<file path="src/rtl/core/sfd_pkg.sv">
// Package for the SBUS frame decoder: payload structs, control structs,
// register indexes and frame constants. No dependencies.
`default_nettype none
package sfd_pkg;

   localparam int CHANNEL_COUNT = 16;
   localparam int CHANNEL_BITS  = 11;
   localparam int FRAME_BYTES   = 25;

   localparam int CH_IDX_W   = $clog2(CHANNEL_COUNT);
   localparam int BYTE_CNT_W = 5;
   localparam int ACC_W      = 18;
   localparam int HELD_W     = 5;
   localparam int DONE_W     = 5;

   localparam logic [BYTE_CNT_W-1:0] POS_FIRST     = BYTE_CNT_W'(0);
   localparam logic [BYTE_CNT_W-1:0] POS_LAST_DATA = BYTE_CNT_W'(22);
   localparam logic [BYTE_CNT_W-1:0] POS_FLAGS     = BYTE_CNT_W'(23);
   localparam logic [BYTE_CNT_W-1:0] POS_END       = BYTE_CNT_W'(FRAME_BYTES - 1);
   localparam logic [BYTE_CNT_W-1:0] POS_SAT       = BYTE_CNT_W'(FRAME_BYTES + 1);

   localparam int LOST_BIT     = 2;
   localparam int FAILSAFE_BIT = 3;

   localparam logic [7:0] START_RESET = 8'h0F;
   localparam logic [7:0] END_RESET   = 8'h00;

   localparam int CSR_INDEX_W = 1;
   localparam logic [CSR_INDEX_W-1:0] CSR_START_BYTE = 1'b0;
   localparam logic [CSR_INDEX_W-1:0] CSR_END_BYTE   = 1'b1;

   typedef struct packed {
      logic [7:0] data_byte;
      logic       frame_end;
   } sfd_req_type;

   typedef struct packed {
      logic                    frame_ok;
      logic [CH_IDX_W-1:0]     channel_index;
      logic [CHANNEL_BITS-1:0] channel_value;
      logic                    link_lost;
      logic                    failsafe;
      logic                    last_result;
   } sfd_rsp_type;

   typedef struct packed {
      logic take;
      logic emit;
   } sfd_cmd_type;

   typedef struct packed {
      logic end_good;
      logic last_chan;
      logic out_free;
   } sfd_stat_type;

endpackage
`default_nettype wire

</file>
<file path="src/rtl/core/sfd_ctrl.sv">
// Controller for the SBUS frame decoder: collect and readout states.
// Depends on sfd_pkg.
`default_nettype none
module sfd_ctrl
   import sfd_pkg::*;
(
   input  wire logic         clock,
   input  wire logic         reset,
   input  wire logic         req_valid,
   output logic              req_stall,
   input  wire sfd_stat_type stat,
   output sfd_cmd_type       cmd
);

   typedef enum logic [0:0] {
      ST_COLLECT,
      ST_READOUT
   } state_type;

   state_type state_ff, state_in;

   always_comb begin
      req_stall = (state_ff == ST_READOUT) || !stat.out_free;
      cmd.take  = req_valid && !req_stall;
      cmd.emit  = (state_ff == ST_READOUT) && stat.out_free;
      state_in  = state_ff;
      unique case (state_ff)
         ST_COLLECT: begin
            if (cmd.take && stat.end_good) state_in = ST_READOUT;
         end
         ST_READOUT: begin
            if (cmd.emit && stat.last_chan) state_in = ST_COLLECT;
         end
         default: state_in = ST_COLLECT;
      endcase
   end

   always_ff @(posedge clock) begin
      if (reset) begin
         state_ff <= ST_COLLECT;
      end else begin
         state_ff <= state_in;
      end
   end

endmodule
`default_nettype wire

</file>
<file path="src/rtl/core/sfd_datapath.sv">
// Datapath for the SBUS frame decoder: byte count, bit unpacker, channel
// store, flags, config registers and result register. Depends on sfd_pkg.
`default_nettype none
module sfd_datapath
   import sfd_pkg::*;
(
   input  wire logic                   clock,
   input  wire logic                   reset,
   input  wire logic                   csr_wr_en,
   input  wire logic [CSR_INDEX_W-1:0] csr_index,
   input  wire logic [7:0]             csr_wdata,
   input  wire sfd_req_type            req_data,
   input  wire sfd_cmd_type            cmd,
   output sfd_stat_type                stat,
   input  wire logic                   rsp_stall,
   output logic                        rsp_valid,
   output sfd_rsp_type                 rsp_data
);

   localparam sfd_rsp_type BAD_RSP = '{frame_ok: 1'b0, channel_index: '0,
                                       channel_value: '0, link_lost: 1'b0,
                                       failsafe: 1'b0, last_result: 1'b1};

   logic [7:0]              start_ff, end_ff;
   logic [BYTE_CNT_W-1:0]   count_ff, count_in;
   logic                    first_ok_ff, first_ok_in;
   logic [ACC_W-1:0]        acc_ff, acc_in, acc_or;
   logic [HELD_W-1:0]       held_ff, held_in, held_sum;
   logic [DONE_W-1:0]       done_ff, done_in;
   logic                    lost_ff, lost_in, fs_ff, fs_in;
   logic [CH_IDX_W-1:0]     idx_ff;
   logic                    rsp_valid_ff, rsp_valid_in;
   sfd_rsp_type             rsp_data_ff;
   logic                    store_wr, load_bad;
   logic [CHANNEL_BITS-1:0] chan_mem [CHANNEL_COUNT];

   assign stat.end_good  = req_data.frame_end && (count_ff == POS_END) && first_ok_ff &&
                           (req_data.data_byte == end_ff);
   assign stat.last_chan = (idx_ff == CH_IDX_W'(CHANNEL_COUNT - 1));
   assign stat.out_free  = !rsp_valid_ff || !rsp_stall;
   assign load_bad       = cmd.take && req_data.frame_end && !stat.end_good;
   assign rsp_valid      = rsp_valid_ff;
   assign rsp_data       = rsp_data_ff;

   always_comb begin
      acc_or      = acc_ff | (ACC_W'(req_data.data_byte) << held_ff);
      held_sum    = held_ff + HELD_W'(8);
      count_in    = count_ff;
      first_ok_in = first_ok_ff;
      acc_in      = acc_ff;
      held_in     = held_ff;
      done_in     = done_ff;
      lost_in     = lost_ff;
      fs_in       = fs_ff;
      store_wr    = 1'b0;
      if (count_ff == POS_FIRST) begin
         first_ok_in = (req_data.data_byte == start_ff);
      end else if (count_ff <= POS_LAST_DATA) begin
         acc_in  = acc_or;
         held_in = held_sum;
         if ((held_sum >= HELD_W'(CHANNEL_BITS)) &&
             (done_ff < DONE_W'(CHANNEL_COUNT))) begin
            store_wr = 1'b1;
            acc_in   = acc_or >> CHANNEL_BITS;
            held_in  = held_sum - HELD_W'(CHANNEL_BITS);
            done_in  = done_ff + DONE_W'(1);
         end
      end else if (count_ff == POS_FLAGS) begin
         lost_in = req_data.data_byte[LOST_BIT];
         fs_in   = req_data.data_byte[FAILSAFE_BIT];
      end
      if (count_ff < POS_SAT) count_in = count_ff + BYTE_CNT_W'(1);
      if (req_data.frame_end) begin
         count_in    = '0;
         first_ok_in = 1'b0;
         acc_in      = '0;
         held_in     = '0;
         done_in     = '0;
      end
      rsp_valid_in = rsp_valid_ff;
      if (load_bad || cmd.emit) begin
         rsp_valid_in = 1'b1;
      end else if (!rsp_stall) begin
         rsp_valid_in = 1'b0;
      end
   end

   always_ff @(posedge clock) begin
      if (reset) begin
         start_ff     <= START_RESET;
         end_ff       <= END_RESET;
         count_ff     <= '0;
         first_ok_ff  <= 1'b0;
         acc_ff       <= '0;
         held_ff      <= '0;
         done_ff      <= '0;
         lost_ff      <= 1'b0;
         fs_ff        <= 1'b0;
         idx_ff       <= '0;
         rsp_valid_ff <= 1'b0;
      end else begin
         if (csr_wr_en) begin
            unique case (csr_index)
               CSR_START_BYTE: start_ff <= csr_wdata;
               CSR_END_BYTE:   end_ff   <= csr_wdata;
               default: ;
            endcase
         end
         if (cmd.take) begin
            count_ff    <= count_in;
            first_ok_ff <= first_ok_in;
            acc_ff      <= acc_in;
            held_ff     <= held_in;
            done_ff     <= done_in;
            lost_ff     <= lost_in;
            fs_ff       <= fs_in;
            idx_ff      <= '0;
         end else if (cmd.emit) begin
            idx_ff <= idx_ff + CH_IDX_W'(1);
         end
         rsp_valid_ff <= rsp_valid_in;
      end
   end

   always_ff @(posedge clock) begin
      if (cmd.take && store_wr) begin
         chan_mem[done_ff[CH_IDX_W-1:0]] <= acc_or[CHANNEL_BITS-1:0];
      end
   end

   always_ff @(posedge clock) begin
      if (load_bad) begin
         rsp_data_ff <= BAD_RSP;
      end else if (cmd.emit) begin
         rsp_data_ff.frame_ok      <= 1'b1;
         rsp_data_ff.channel_index <= idx_ff;
         rsp_data_ff.channel_value <= chan_mem[idx_ff];
         rsp_data_ff.link_lost     <= lost_ff;
         rsp_data_ff.failsafe      <= fs_ff;
         rsp_data_ff.last_result   <= stat.last_chan;
      end
   end

endmodule
`default_nettype wire

</file>
<file path="src/rtl/core/sbus_frame_decoder.sv">
// Top level of the SBUS frame decoder: controller plus datapath.
// Depends on sfd_pkg, sfd_ctrl, sfd_datapath.
//
//   port group  direction  handshake          payload
//   req_        in         req_valid/stall    sfd_req_type (data_byte, frame_end)
//   rsp_        out        rsp_valid/stall    sfd_rsp_type (one channel result)
//   csr_        in         csr_wr_en          csr_index, csr_wdata
//
// A byte is taken while no readout runs and the result register is free. A good frame
// end starts a readout of 16 transactions from the 16-entry channel store port, one per
// cycle while the result register is free; input stays stalled until the last is loaded.
// A bad frame end loads one result in the same cycle as the byte.
// Synchronous reset clears the count, unpacker and flags and restores the start and
// end registers; the channel store is not reset.
`default_nettype none
module sbus_frame_decoder
   import sfd_pkg::*;
(
   input  wire logic                   clock,
   input  wire logic                   reset,
   input  wire logic                   req_valid,
   output logic                        req_stall,
   input  wire sfd_req_type            req_data,
   output logic                        rsp_valid,
   input  wire logic                   rsp_stall,
   output sfd_rsp_type                 rsp_data,
   input  wire logic                   csr_wr_en,
   input  wire logic [CSR_INDEX_W-1:0] csr_index,
   input  wire logic [7:0]             csr_wdata
);

   sfd_cmd_type  cmd;
   sfd_stat_type stat;

   sfd_ctrl u_ctrl (
      .clock     (clock),
      .reset     (reset),
      .req_valid (req_valid),
      .req_stall (req_stall),
      .stat      (stat),
      .cmd       (cmd)
   );

   sfd_datapath u_datapath (
      .clock     (clock),
      .reset     (reset),
      .csr_wr_en (csr_wr_en),
      .csr_index (csr_index),
      .csr_wdata (csr_wdata),
      .req_data  (req_data),
      .cmd       (cmd),
      .stat      (stat),
      .rsp_stall (rsp_stall),
      .rsp_valid (rsp_valid),
      .rsp_data  (rsp_data)
   );

   a_bad_result_clean: assert property (@(posedge clock) disable iff (reset)
      rsp_valid && !rsp_data.frame_ok |->
         rsp_data.last_result && (rsp_data.channel_value == '0) &&
         (rsp_data.channel_index == '0) && !rsp_data.link_lost && !rsp_data.failsafe)
      else $error("bad frame result carries data");

   a_last_on_final_channel: assert property (@(posedge clock) disable iff (reset)
      rsp_valid && rsp_data.frame_ok |->
         (rsp_data.last_result == (rsp_data.channel_index == CH_IDX_W'(CHANNEL_COUNT - 1))))
      else $error("last_result mismatch on channel index");

   a_stall_during_readout: assert property (@(posedge clock) disable iff (reset)
      rsp_valid && rsp_data.frame_ok && !rsp_data.last_result |-> req_stall)
      else $error("input taken during readout");

   a_readout_advances: assert property (@(posedge clock) disable iff (reset)
      rsp_valid && !rsp_stall && rsp_data.frame_ok && !rsp_data.last_result |=>
         rsp_valid && rsp_data.frame_ok &&
         (rsp_data.channel_index == $past(rsp_data.channel_index) + CH_IDX_W'(1)))
      else $error("readout skipped or stalled a channel");

endmodule
`default_nettype wire

</file>
<file path="config.mk">
export PLATFORM = sky130hd
export DESIGN_NAME = sbus_frame_decoder
export DESIGN_NICKNAME = d
export VERILOG_FILES = /design/src/rtl/core/sfd_pkg.sv /design/src/rtl/core/sfd_ctrl.sv /design/src/rtl/core/sfd_datapath.sv /design/src/rtl/core/sbus_frame_decoder.sv
export SDC_FILE = /design/constraint.sdc
export NUM_CORES = 1
export LEC_CHECK = 0
export ABC_AREA = 0
export BUFFER_PORTS_ARGS = -buffer_cell sky130_fd_sc_hd__buf_2
export CAP_MARGIN = 20
export CORE_ASPECT_RATIO = 2
export CORE_UTILIZATION = 57
export CTS_BUF_LIST = sky130_fd_sc_hd__clkbuf_4
export CTS_CLUSTER_DIAMETER = 30
export DETAILED_ROUTE_END_ITERATION = 10
export PLACE_DENSITY = 0.82
export SETUP_SLACK_MARGIN = 0.2
export SYNTH_ARGS = -nofsm -noshare
export SYNTH_HDL_FRONTEND = slang
export SYNTH_SLANG_ARGS = --single-unit
</file>
<file path="constraint.sdc">
create_clock -name clock -period 6.25 [get_ports clock]
set_clock_uncertainty 0.15 [all_clocks]
set_input_delay 0.9375 -clock clock [delete_from_list [all_inputs] [get_ports clock]]
set_output_delay 0.9375 -clock clock [all_outputs]
set_load 0.02 [all_outputs]
</file>
==> results of run 1 <==
[layout by cell type (no fill, tap or decap), types with 5 or more instances in the layout]
cell       instances
nand3_1           25
and2_1            11
mux4_2            45
a22oi_1           12
xor2_1             8
nor3_1            10
a21o_1             6
nor2b_1            6
clkinv_1          18
nand2b_1          19
buf_4              8
nand2_1           41
o21ai_0           10
clkbuf_4          75
nor2_1            40
ha_1               9
nor3b_1            5
dfxtp_1           75
or3_1              7
inv_1             14
edfxtp_1         176
and3_1            10
clkinv_2           6
o2bb2ai_1          6
nand4_1            7
buf_2             43
a21oi_1           49
mux2i_1           16
xnor2_1           14
mux2_2            22
o211ai_1          13
[worst max path at each step]
stage,from,to,slack (ns),depth (start not counted)
final,u_datapath.held_ff[0],u_datapath.chan_mem[5][2],2.24,6
after detailed placement,u_datapath.held_ff[0],u_datapath.chan_mem[8][10],2.25,5
after floorplan,rsp_stall,u_datapath.chan_mem[3][0],2.79,5
after global routing,u_datapath.held_ff[0],u_datapath.chan_mem[5][9],2.02,6
after global placement,u_datapath.held_ff[0],u_datapath.chan_mem[9][10],2.43,5
after CTS,u_datapath.held_ff[0],u_datapath.chan_mem[13][8],2.21,5
[layout make-up]
cell class                      instances  share of cell area, %
Antenna cell                            1                0.02120
Clock buffer                           74                  4.705
Sequential cell                       253                  57.84
Clock inverter                         26                  1.145
Multi-Input combinational cell        444                  31.03
Timing Repair Buffer                   53                  2.490
Inverter                               15                 0.4769
Tap cell                              216                  2.289
[synthesized netlist by cell type (9+ instances only)]
cell        n  area, um^2
o211ai_1   13       97.59
dfxtp_1    77        1541
edfxtp_1  176        5285
mux2_2     22       247.7
nand3_1    25       125.1
inv_1      14       52.55
xnor2_1    14       122.6
o21ai_0    10       50.05
nand2_1    41       153.9
mux2i_1    16       160.2
mux4_2     45        1013
nor3_1     10       50.05
ha_1        9       112.6
a22oi_1    12       90.09
nand2b_1   19       118.9
and2_1     11       68.82
a21oi_1    49       245.2
nor2_1     40       150.1
clkbuf_1   29       108.9
and3_1     10       62.56
[sequential cells by signal, indices dropped and copies added, names as in the netlist]
register,cells
u_ctrl.state_ff,1
u_datapath.acc_ff,18
u_datapath.chan_mem,176
u_datapath.count_ff,5
u_datapath.done_ff,5
u_datapath.end_ff,8
u_datapath.first_ok_ff,1
u_datapath.fs_ff,1
u_datapath.held_ff,5
u_datapath.idx_ff,4
u_datapath.lost_ff,1
u_datapath.rsp_data,19
u_datapath.rsp_valid,1
u_datapath.start_ff,8
[stage by stage]
stage | total power, mW | std cells | hold WS (ns) | area, um^2 | worst slack, ns
global placement | 2.015 | 978 | 0.2888 | 11090 | 2.431
detailed placement | 2.022 | 979 | 0.2972 | 11090 | 2.255
floorplan | 1.955 | 755 | 0.2704 | 10700 | 2.789
CTS | 3.232 | 1079 | 0.3054 | 11790 | 2.208
finish | 3.215 | 1082 | 0.3042 | 11810 | 2.235
global route | 3.315 | 1082 | 0.3258 | 11810 | 2.020
[layer usage]
metal / up-vias / part of all wire, % / GRT usage (%)
met2: 316 / 57 / 53.79
met1: 3457 / 31 / 25.75
li1: 3069 / - / -
met5: - / 0 / 0
met3: 97 / 5.1 / 4.275
met4: 0 / 7.3 / 21.23
[worst max-delay path, delay by kind of cell, from the launching register on]
| kind | cells | cell delay [ns] |
|---|---|---|
| AND/OR/NAND/NOR | 4 | 1.95 |
| flip-flops | 1 | 0.90 |
| AO/OA/AOI/OAI | 1 | 0.29 |
| adder cells (fa/ha/maj) | 1 | 0.31 |
[report_power, final]
part,internal (mW),switching [mW]
clock,0.599,0.628
sequential,1.81,0.00860
combinational,0.0475,0.117
[logic make-up (layout without fill, tap and decap cells)]
logic type | Yosys count | after routing
other cells | 0 | 1
compound gates | 127 | 127
simple gates | 203 | 203
buf+inv | 58 | 168
xor+xnor | 22 | 22
mux | 83 | 83
flops | 253 | 253
fa+ha+maj | 9 | 9
==> results.json, run 1 <==
{
  "worstHoldStart": "u_datapath.lost_ff",
  "cp_cell_sequence": "ha_1 > or4b_4 > o211ai_1 > nand3_1 > nor3b_1 > and2_1",
  "die_width_um": 98.89,
  "track_usage_pct": 28.09,
  "drt_pre_antenna_iters": 7,
  "maxSlewViolCount": 0,
  "synth.area.mux_share_pct": 13.28,
  "clk_pin_slew_worst_paths_ns": 0.08,
  "synth-edff-count": 176,
  "clk_path_buf_depth": 3,
  "fin_crit_ns": 4.015,
  "routed_via_density": 6.413,
  "hold_end": "u_datapath.rsp_data[2]",
  "crit_slowest_cell": "dfxtp_1",
  "regArea_mm2": 0.006829,
  "end_kind": "flop",
  "fillers": 1309,
  "holdCritPathClass": "reg -> reg",
  "postCtsHoldBufs": 0,
  "yosysSeqAreaShare_pct": 63.79,
  "syn_to_final_growth_pct": 10.32,
  "utilization_pct": 64.50,
  "synth_seq_cells": 253,
  "p_leak_nw": 4.024,
  "synth-async-reset-ratio_pct": 0,
  "start_kind": "flop",
  "worst_slew_pin_slew_ns": 1.067,
  "arrival_ns": 4.13,
  "grt_pass1_vias": 7314,
  "chipHeight_um": 195.8,
  "cts-root-buf": "clkbuf_4",
  "ys_types": 58,
  "synth_fa_ha_area_share_pct": 1.052,
  "io_pins": 44,
  "cts_tree": "done",
  "irDropWorstVdd_v": 0.0001357,
  "r2r_end": "u_datapath.chan_mem[5][2]",
  "cap_violations": 0,
  "vias": 6939,
  "crit_required_ns": 6.37,
  "avgSynthCellArea_um2": 14.17,
  "wl_per_cell_um": 24.18,
  "cts_max_level": 2,
  "ys.flop_type": "edfxtp_1",
  "cts_sinks": 253,
  "drc_errors": 0,
  "hpwlAfterDp_um": 18490,
  "grt_max_degree": 48,
  "cts_setup_buffers": 0,
  "synth_xor_area_share_pct": 1.801,
  "slew_headroom_pct": 28.86,
  "multi_input_area_mm2": 0.003664,
  "port_buffers": 43,
  "drive_above_1_share_pct": 24.86,
  "cpPeakStageDelay_ns": 0.90,
  "synth_cells": 755,
  "overflow": 0,
  "synth_area_mm2": 0.01070,
  "antenna_found_initial": 1,
  "fin_crit_sh_pct": 64.23,
  "clk_latency_ns": 0.67,
  "rsz0062_at_grt": "false",
  "initial_utilization_pct": 58.46,
  "reg2reg_slack_ns": 2.24,
  "wl_um": 26160,
  "rows": 70,
  "gp_congestion": 0.9715,
  "post_cts_resize_count": 0,
  "reg2reg_depth": 6,
  "timing.rr.start": "u_datapath.held_ff[0]",
  "coreArea_mm2": 0.01831,
  "grt_pass1_wl_um": 40010,
  "powerDensity_mw_per_mm2": 272.3,
  "tns_ns": 0,
  "status": "complete, no violations",
  "synth-compound-area-share_pct": 7.904,
  "path_class": "reg -> reg",
  "setup_viol": 0,
  "dieArea_mm2": 0.01936,
  "clock.fmax_mhz": 249.1,
  "nets": 853,
  "postRouteAntennaNets": 0,
  "hold_depth": 2,
  "finalHoldViolCount": 0,
  "syn-num-nets": 787,
  "synth_top_family_by_area": "multiplexers",
  "cts_buffers": 54,
  "ys_warn_count": 0,
  "worstPathMaxFanout": 27,
  "drt_iter0_drc": 420,
  "synth-simple-area-share_pct": 9.961
}
No activity file was read; power rests on OpenSTA's default activity.
==> run 2: changes to the inputs <==
--- a/config.mk
+++ b/config.mk
@@ -5,7 +5,7 @@
 export SDC_FILE = /design/constraint.sdc
 export NUM_CORES = 1
 export LEC_CHECK = 0
-export ABC_AREA = 0
+export ABC_AREA = 1
 export BUFFER_PORTS_ARGS = -buffer_cell sky130_fd_sc_hd__buf_2
 export CAP_MARGIN = 20
 export CORE_ASPECT_RATIO = 2
@@ -13,7 +13,7 @@
 export CTS_BUF_LIST = sky130_fd_sc_hd__clkbuf_4
 export CTS_CLUSTER_DIAMETER = 30
 export DETAILED_ROUTE_END_ITERATION = 10
-export PLACE_DENSITY = 0.82
+export PLACE_DENSITY = 0.85
 export SETUP_SLACK_MARGIN = 0.2
 export SYNTH_ARGS = -nofsm -noshare
 export SYNTH_HDL_FRONTEND = slang
==> constraint.sdc (replaced) <==
create_clock -name clock -period 3.5 [get_ports clock]
set_clock_uncertainty 0.15 [all_clocks]
set_input_delay 0.525 -clock clock [delete_from_list [all_inputs] [get_ports clock]]
set_output_delay 0.525 -clock clock [all_outputs]
set_load 0.02 [all_outputs]
==> results.json, run 2 <==
{
  "synth.area.top_cells": "edfxtp_1 (49%), dfxtp_1 (14%), nor2_1 (7.2%)",
  "synth_area_mm2": 0.01079,
  "grt_pass1_wl_um": 44730,
  "ys_types": 40,
  "cts_sinks": 253,
  "cts_max_level": 2,
  "cp_cell_sequence": "inv_1 > o21ai_2 > nand2_1 > nand2_2 > nand2_4 > inv_4 > nand2_4 > inv_2 > nand2_1 > nor2_1 > buf_4",
  "clock.fmax_mhz": 343.5,
  "yosysSeqAreaShare_pct": 63.27,
  "seqPwrFrac_pct": 54.1,
  "irDropWorstVdd_v": 0.0003438,
  "grt_pass1_vias": 8605,
  "status": "complete, no violations",
  "postRouteAntennaNets": 0,
  "maxSlewViolCount": 0,
  "track_usage_pct": 30.80,
  "vias": 8646,
  "clk_latency_ns": 0.70,
  "cts-root-buf": "clkbuf_4",
  "powerDensity_mw_per_mm2": 513.2,
  "chipHeight_um": 196.6,
  "hpwlAfterDp_um": 20040,
  "path_delay_family": "buffers and inverters",
  "rsz0062_at_grt": "false",
  "synthTopCellsByCount": "nor2_1 (207), edfxtp_1 (176), o21ai_0 (145)",
  "antenna_found_initial": 1,
  "drive_above_1_share_pct": 15.11,
  "path_class": "reg -> reg",
  "clkPwrFrac_pct": 37.4,
  "synth-edff-count": 176,
  "synth-async-reset-ratio_pct": 0,
  "finalHoldViolCount": 0,
  "cts_tree": "done",
  "cap_violations": 0,
  "worst_slew_pin_slew_ns": 0.8378,
  "gp_congestion": 0.9995,
  "fin_crit_ns": 2.911,
  "avgSynthCellArea_um2": 9.826,
  "fin_crit_sh_pct": 83.17,
  "drt_pre_antenna_iters": 6,
  "crit_required_ns": 3.70,
  "worstPathMaxFanout": 14,
  "coreArea_mm2": 0.01839,
  "crit_slowest_cell": "dfxtp_1",
  "synth_cells": 1098,
  "largest_reg_flops": 176,
  "start_kind": "flop",
  "final_cell_mix": "nor2_1 (207), edfxtp_1 (176), o21ai_0 (145)",
  "combPwrFrac_pct": 8.5,
  "sw_frac_of_total_pct": 24.94,
  "yosysTopAreaCell": "edfxtp_1",
  "nets": 1215,
  "p_switching_mw": 1.547,
  "cts_buffers": 53,
  "syn-num-nets": 1130,
  "clk_path_buf_depth": 3,
  "drt_iter0_drc": 638,
  "synth_top_area_share_pct": 48.99,
  "syn_to_final_growth_pct": 12.01,
  "drc_errors": 0,
  "power.internal_mw": 4.656,
  "post_cts_resize_count": 0,
  "wl_um": 29200,
  "clk_pin_slew_worst_paths_ns": 0.08,
  "die_width_um": 99.29,
  "tns_ns": 0,
  "synth_seq_cells": 253,
  "wl_per_cell_um": 20.26,
  "rows": 70,
  "critPathBufInv": 4,
  "arrival_ns": 3.11,
  "ys_warn_count": 0,
  "grt_max_degree": 48,
  "dieArea_mm2": 0.01952,
  "overflow": 0,
  "holdCritPathClass": "in -> reg",
  "cpPeakStageDelay_ns": 0.62,
  "synth_most_common_cell": "nor2_1",
  "end_kind": "flop",
  "port_buffers": 43,
  "setup_viol": 0,
  "final_common_cell": "nor2_1",
  "slew_headroom_pct": 43.99,
  "p_leak_nw": 4.592,
  "utilization_pct": 65.71,
  "initial_utilization_pct": 58.66,
  "io_pins": 44,
  "routed_via_density": 6.000,
  "ys.flop_type": "edfxtp_1"
}
[run 2: changes by cell type after synthesis, moves of 14 or more]
cell	change
mux2i_1	-16
nand3_1	+29
mux4_2	-45
o22ai_1	+34
o21ai_0	+135
nor2_1	+167
nand2_1	+91
inv_1	+49
xnor2_1	-14
nand2b_1	-19
mux2_2	-22
[run 2: cells by family (layout without fill, tap and decap cells)]
family                   count (synthesis)  after routing  share of synthesized area (%)
AO/OA/AOI/OAI                          268            268                          13.50
XOR/XNOR                                 9              9                         0.7306
adder cells (fa/ha/maj)                  9              9                          1.044
buffers and inverters                  123            249                          4.558
flip-flops                             253            253                          63.27
other                                    0              1                              0
AND/OR/NAND/NOR                        436            436                          16.90
[run 2: stage by stage]
stage	hold WS (ns)	area, um^2	std cells	power [mW]	worst slack [ns]
after floorplan	0.2750	10790	1098	3.717	1.080
after global placement	0.2955	11280	1336	3.903	0.7845
after detailed placement	0.3039	11280	1336	3.922	0.7108
after CTS	0.004203	12080	1440	6.207	0.6289
after global routing	0.04822	12090	1441	6.393	0.4852
final	0.03904	12090	1441	6.203	0.5889
[run 2: worst paths after layout]
path	slack, ns	to	cells past startpoint	from
hold / removal	0.04	u_datapath.fs_ff	3	req_data[4]
setup reg to reg	0.59	u_datapath.chan_mem[3][4]	11	u_datapath.held_ff[1]
hold reg to reg	0.31	u_datapath.acc_ff[8]	2	u_datapath.acc_ff[8]
setup / recovery	0.59	u_datapath.chan_mem[3][4]	11	u_datapath.held_ff[1]
[run 2: final cells by class]
cell class                 count  area, um^2
timing repair buffer          80       513.0
antenna                        1       2.502
inverter                      73       279.0
fill                        1391        6307
clock buffer                  74       555.5
multi-input combinational    722        3471
clock inverter                22       166.4
tap                          216       270.3
sequential                   253        6828
[run 2: tightest hold or removal path: stages]
cell and delay, ns:
buf_2 0.15, inv_1 0.10, a21oi_1 0.06
[run 2: what timing repair did]
action / in CTS / in global routing
buffers inserted: 0 / 0
hold endpoints to repair: 13 / 0
endpoints found under the setup margin: 0 / 0
hold buffers: 8 / 0
[run 2: power groups by stage]
stage / clock, mW / sequential [mW] / combinational (mW)
floorplan: 0 / 3.41 / 0.309
global placement: 0 / 3.42 / 0.486
detailed placement: 0 / 3.42 / 0.503
CTS: 2.34 / 3.35 / 0.513
global route: 2.47 / 3.35 / 0.565
finish: 2.32 / 3.35 / 0.529
[run 2: layer usage]
layer / routed length (um) / global-route usage, % / part of all wire [%]
met1: 8985 / 28.49 / 31
met2: 16270 / 58.56 / 56
met3: 1695 / 4.326 / 5.8
met4: 2243 / 24.13 / 7.7
met5: 0 / 0 / 0
==> run 3: changes to the inputs <==
--- a/config.mk
+++ b/config.mk
@@ -5,7 +5,7 @@
 export SDC_FILE = /design/constraint.sdc
 export NUM_CORES = 1
 export LEC_CHECK = 0
-export ABC_AREA = 1
+export ABC_AREA = 0
 export BUFFER_PORTS_ARGS = -buffer_cell sky130_fd_sc_hd__buf_2
 export CAP_MARGIN = 20
 export CORE_ASPECT_RATIO = 2
==> constraint.sdc (replaced) <==
create_clock -name clock -period 2.42 [get_ports clock]
set_clock_uncertainty 0.15 [all_clocks]
set_input_delay 0.363 -clock clock [delete_from_list [all_inputs] [get_ports clock]]
set_output_delay 0.363 -clock clock [all_outputs]
set_load 0.02 [all_outputs]
==> results.json, run 3 (synthesized netlist as in run 1, its figures left out) <==
{
  "status": "finished with violations",
  "failed_checks": "setup timing",
  "start_kind": "flop",
  "utilization_pct": 70.58,
  "dp_cells": 1027,
  "combPwrFrac_pct": 6.0,
  "power.internal_mw": 6.836,
  "nets": 944,
  "worst_slew_pin_slew_ns": 0.6945,
  "slew_headroom_pct": 53.61,
  "clk_pin_slew_worst_paths_ns": 0.08,
  "antenna_found_initial": 1,
  "chipHeight_um": 195.8,
  "path_class": "reg -> reg",
  "gp_congestion": 0.9200,
  "postRouteAntennaNets": 0,
  "fin_crit_ns": 2.443,
  "cts_sinks": 253,
  "maxSlewViolCount": 0,
  "powerDensity_mw_per_mm2": 687.4,
  "wl_per_cell_um": 26.38,
  "final_cell_mix": "edfxtp_1 (176), clkbuf_4 (73), dfxtp_1 (73)",
  "total_power_mw": 8.881,
  "coreArea_mm2": 0.01831,
  "clk_latency_ns": 0.72,
  "sw_frac_of_total_pct": 23.03,
  "syn_to_final_growth_pct": 20.73,
  "grt_pass1_wl_um": 45210,
  "cap_violations": 0,
  "grt_max_degree": 29,
  "cts_tree": "done",
  "die_width_um": 98.89,
  "p_switching_mw": 2.045,
  "initial_utilization_pct": 58.46,
  "cts_buffers": 53,
  "drc_errors": 0,
  "crit_slowest_cell": "or4b_4",
  "seqPwrFrac_pct": 52.9,
  "cts_max_level": 2,
  "largest_reg_flops": 176,
  "drt_iter0_drc": 638,
  "worstPathMaxFanout": 6,
  "setup_viol": 24,
  "dieArea_mm2": 0.01936,
  "vias": 7693,
  "routed_via_density": 6.564,
  "cpPeakStageDelay_ns": 0.46,
  "final-instance-count-excl-fill": 1172,
  "fin_crit_sh_pct": 100.9,
  "arrival_ns": 2.66,
  "fillers": 1106,
  "finalHoldViolCount": 0,
  "grt_pass1_vias": 7866,
  "setup_slack_ns": -0.02285,
  "multi_input_area_mm2": 0.003944,
  "clk_path_buf_depth": 3,
  "end_kind": "flop",
  "rsz0062_at_grt": "true",
  "rows": 70,
  "drt_pre_antenna_iters": 5,
  "drive_above_1_share_pct": 33.09,
  "overflow": 0,
  "holdCritPathClass": "in -> reg",
  "cp_cell_sequence": "ha_4 > or4b_4 > o211ai_1 > nand3_2 > nor3b_4 > buf_6 > and2_4",
  "cts-root-buf": "clkbuf_4",
  "p_leak_nw": 4.528,
  "irDropWorstVdd_v": 0.0005390,
  "io_pins": 44,
  "regArea_mm2": 0.006834,
  "clock.fmax_mhz": 409.4,
  "clkPwrFrac_pct": 41.0,
  "crit_required_ns": 2.64,
  "port_buffers": 43,
  "track_usage_pct": 32.15,
  "wl_um": 30920,
  "final_common_cell": "edfxtp_1",
  "hpwlAfterDp_um": 18530
}
[run 3: critical path, delay by kind of cell, from the launching register on]
kind	cells	cell delay (ns)
AOI/OAI and AO/OA	1	0.16
buffers and inverters	1	0.17
adders and majority gates	1	0.14
and+or+nand+nor	4	1.17
DFF	1	0.36
[run 3: per-layer routing]
layer / wire length, um / GRT usage [%]
met1: 9708 / 31.41
met2: 16720 / 58.30
met3: 1741 / 5.023
met4: 2748 / 26.76
met5: 0 / 0
[run 3: power groups by stage]
stage | Sequential, mW | Clock, mW | Combinational (mW)
2_1_floorplan | 4.80 | 0 | 0.256
3_3_place_gp | 4.80 | 0 | 0.455
3_5_place_dp | 4.80 | 0 | 0.470
4_1_cts | 4.70 | 3.63 | 0.504
5_1_grt | 4.70 | 3.89 | 0.563
6_report | 4.70 | 3.65 | 0.535
[run 3: final cells by class]
class	instances	area share [%]
Sequential cell	253	52.90
Inverter	15	0.4455
Clock inverter	25	1.792
Multi-Input combinational cell	458	30.52
Clock buffer	73	4.242
Tap cell	216	2.092
Timing Repair Buffer	131	7.990
Antenna cell	1	0.01937
[run 3: final timing paths]
path | start | endpoint | slack, ns | cells after the start
worst max-delay path | u_datapath.held_ff[1] | u_datapath.chan_mem[4][7] | -0.02 | 7
worst min-delay path | req_data[3] | u_datapath.lost_ff | 0.02 | 4
worst max register to register | u_datapath.held_ff[1] | u_datapath.chan_mem[4][7] | -0.02 | 7
worst min register to register | u_datapath.rsp_data[2] | u_datapath.rsp_data[2] | 0.31 | 2
[run 3: timing repair]
item	4_1_cts	5_1_grt
hold buffers	20	0
gates cloned	13	3
setup buffers	6	4
gates resized for setup	27	14
endpoints found under the hold margin	26	0
setup endpoints to repair	274	268
pin swaps	5	4
[run 3: through the flow]
stage / TNS [ns] / hold WS [ns] / area, um^2 / worst slack [ns]
4_1_cts: 0 / 0.002276 / 12820 / 0.09382
6_report: -0.2580 / 0.02456 / 12920 / -0.02285
2_1_floorplan: 0 / 0.2704 / 10810 / 0.07367
3_5_place_dp: -1.553 / 0.2963 / 11610 / -0.05615
5_1_grt: -1.639 / 0.03963 / 12920 / -0.05823
3_3_place_gp: 0 / 0.2795 / 11610 / 0.02449
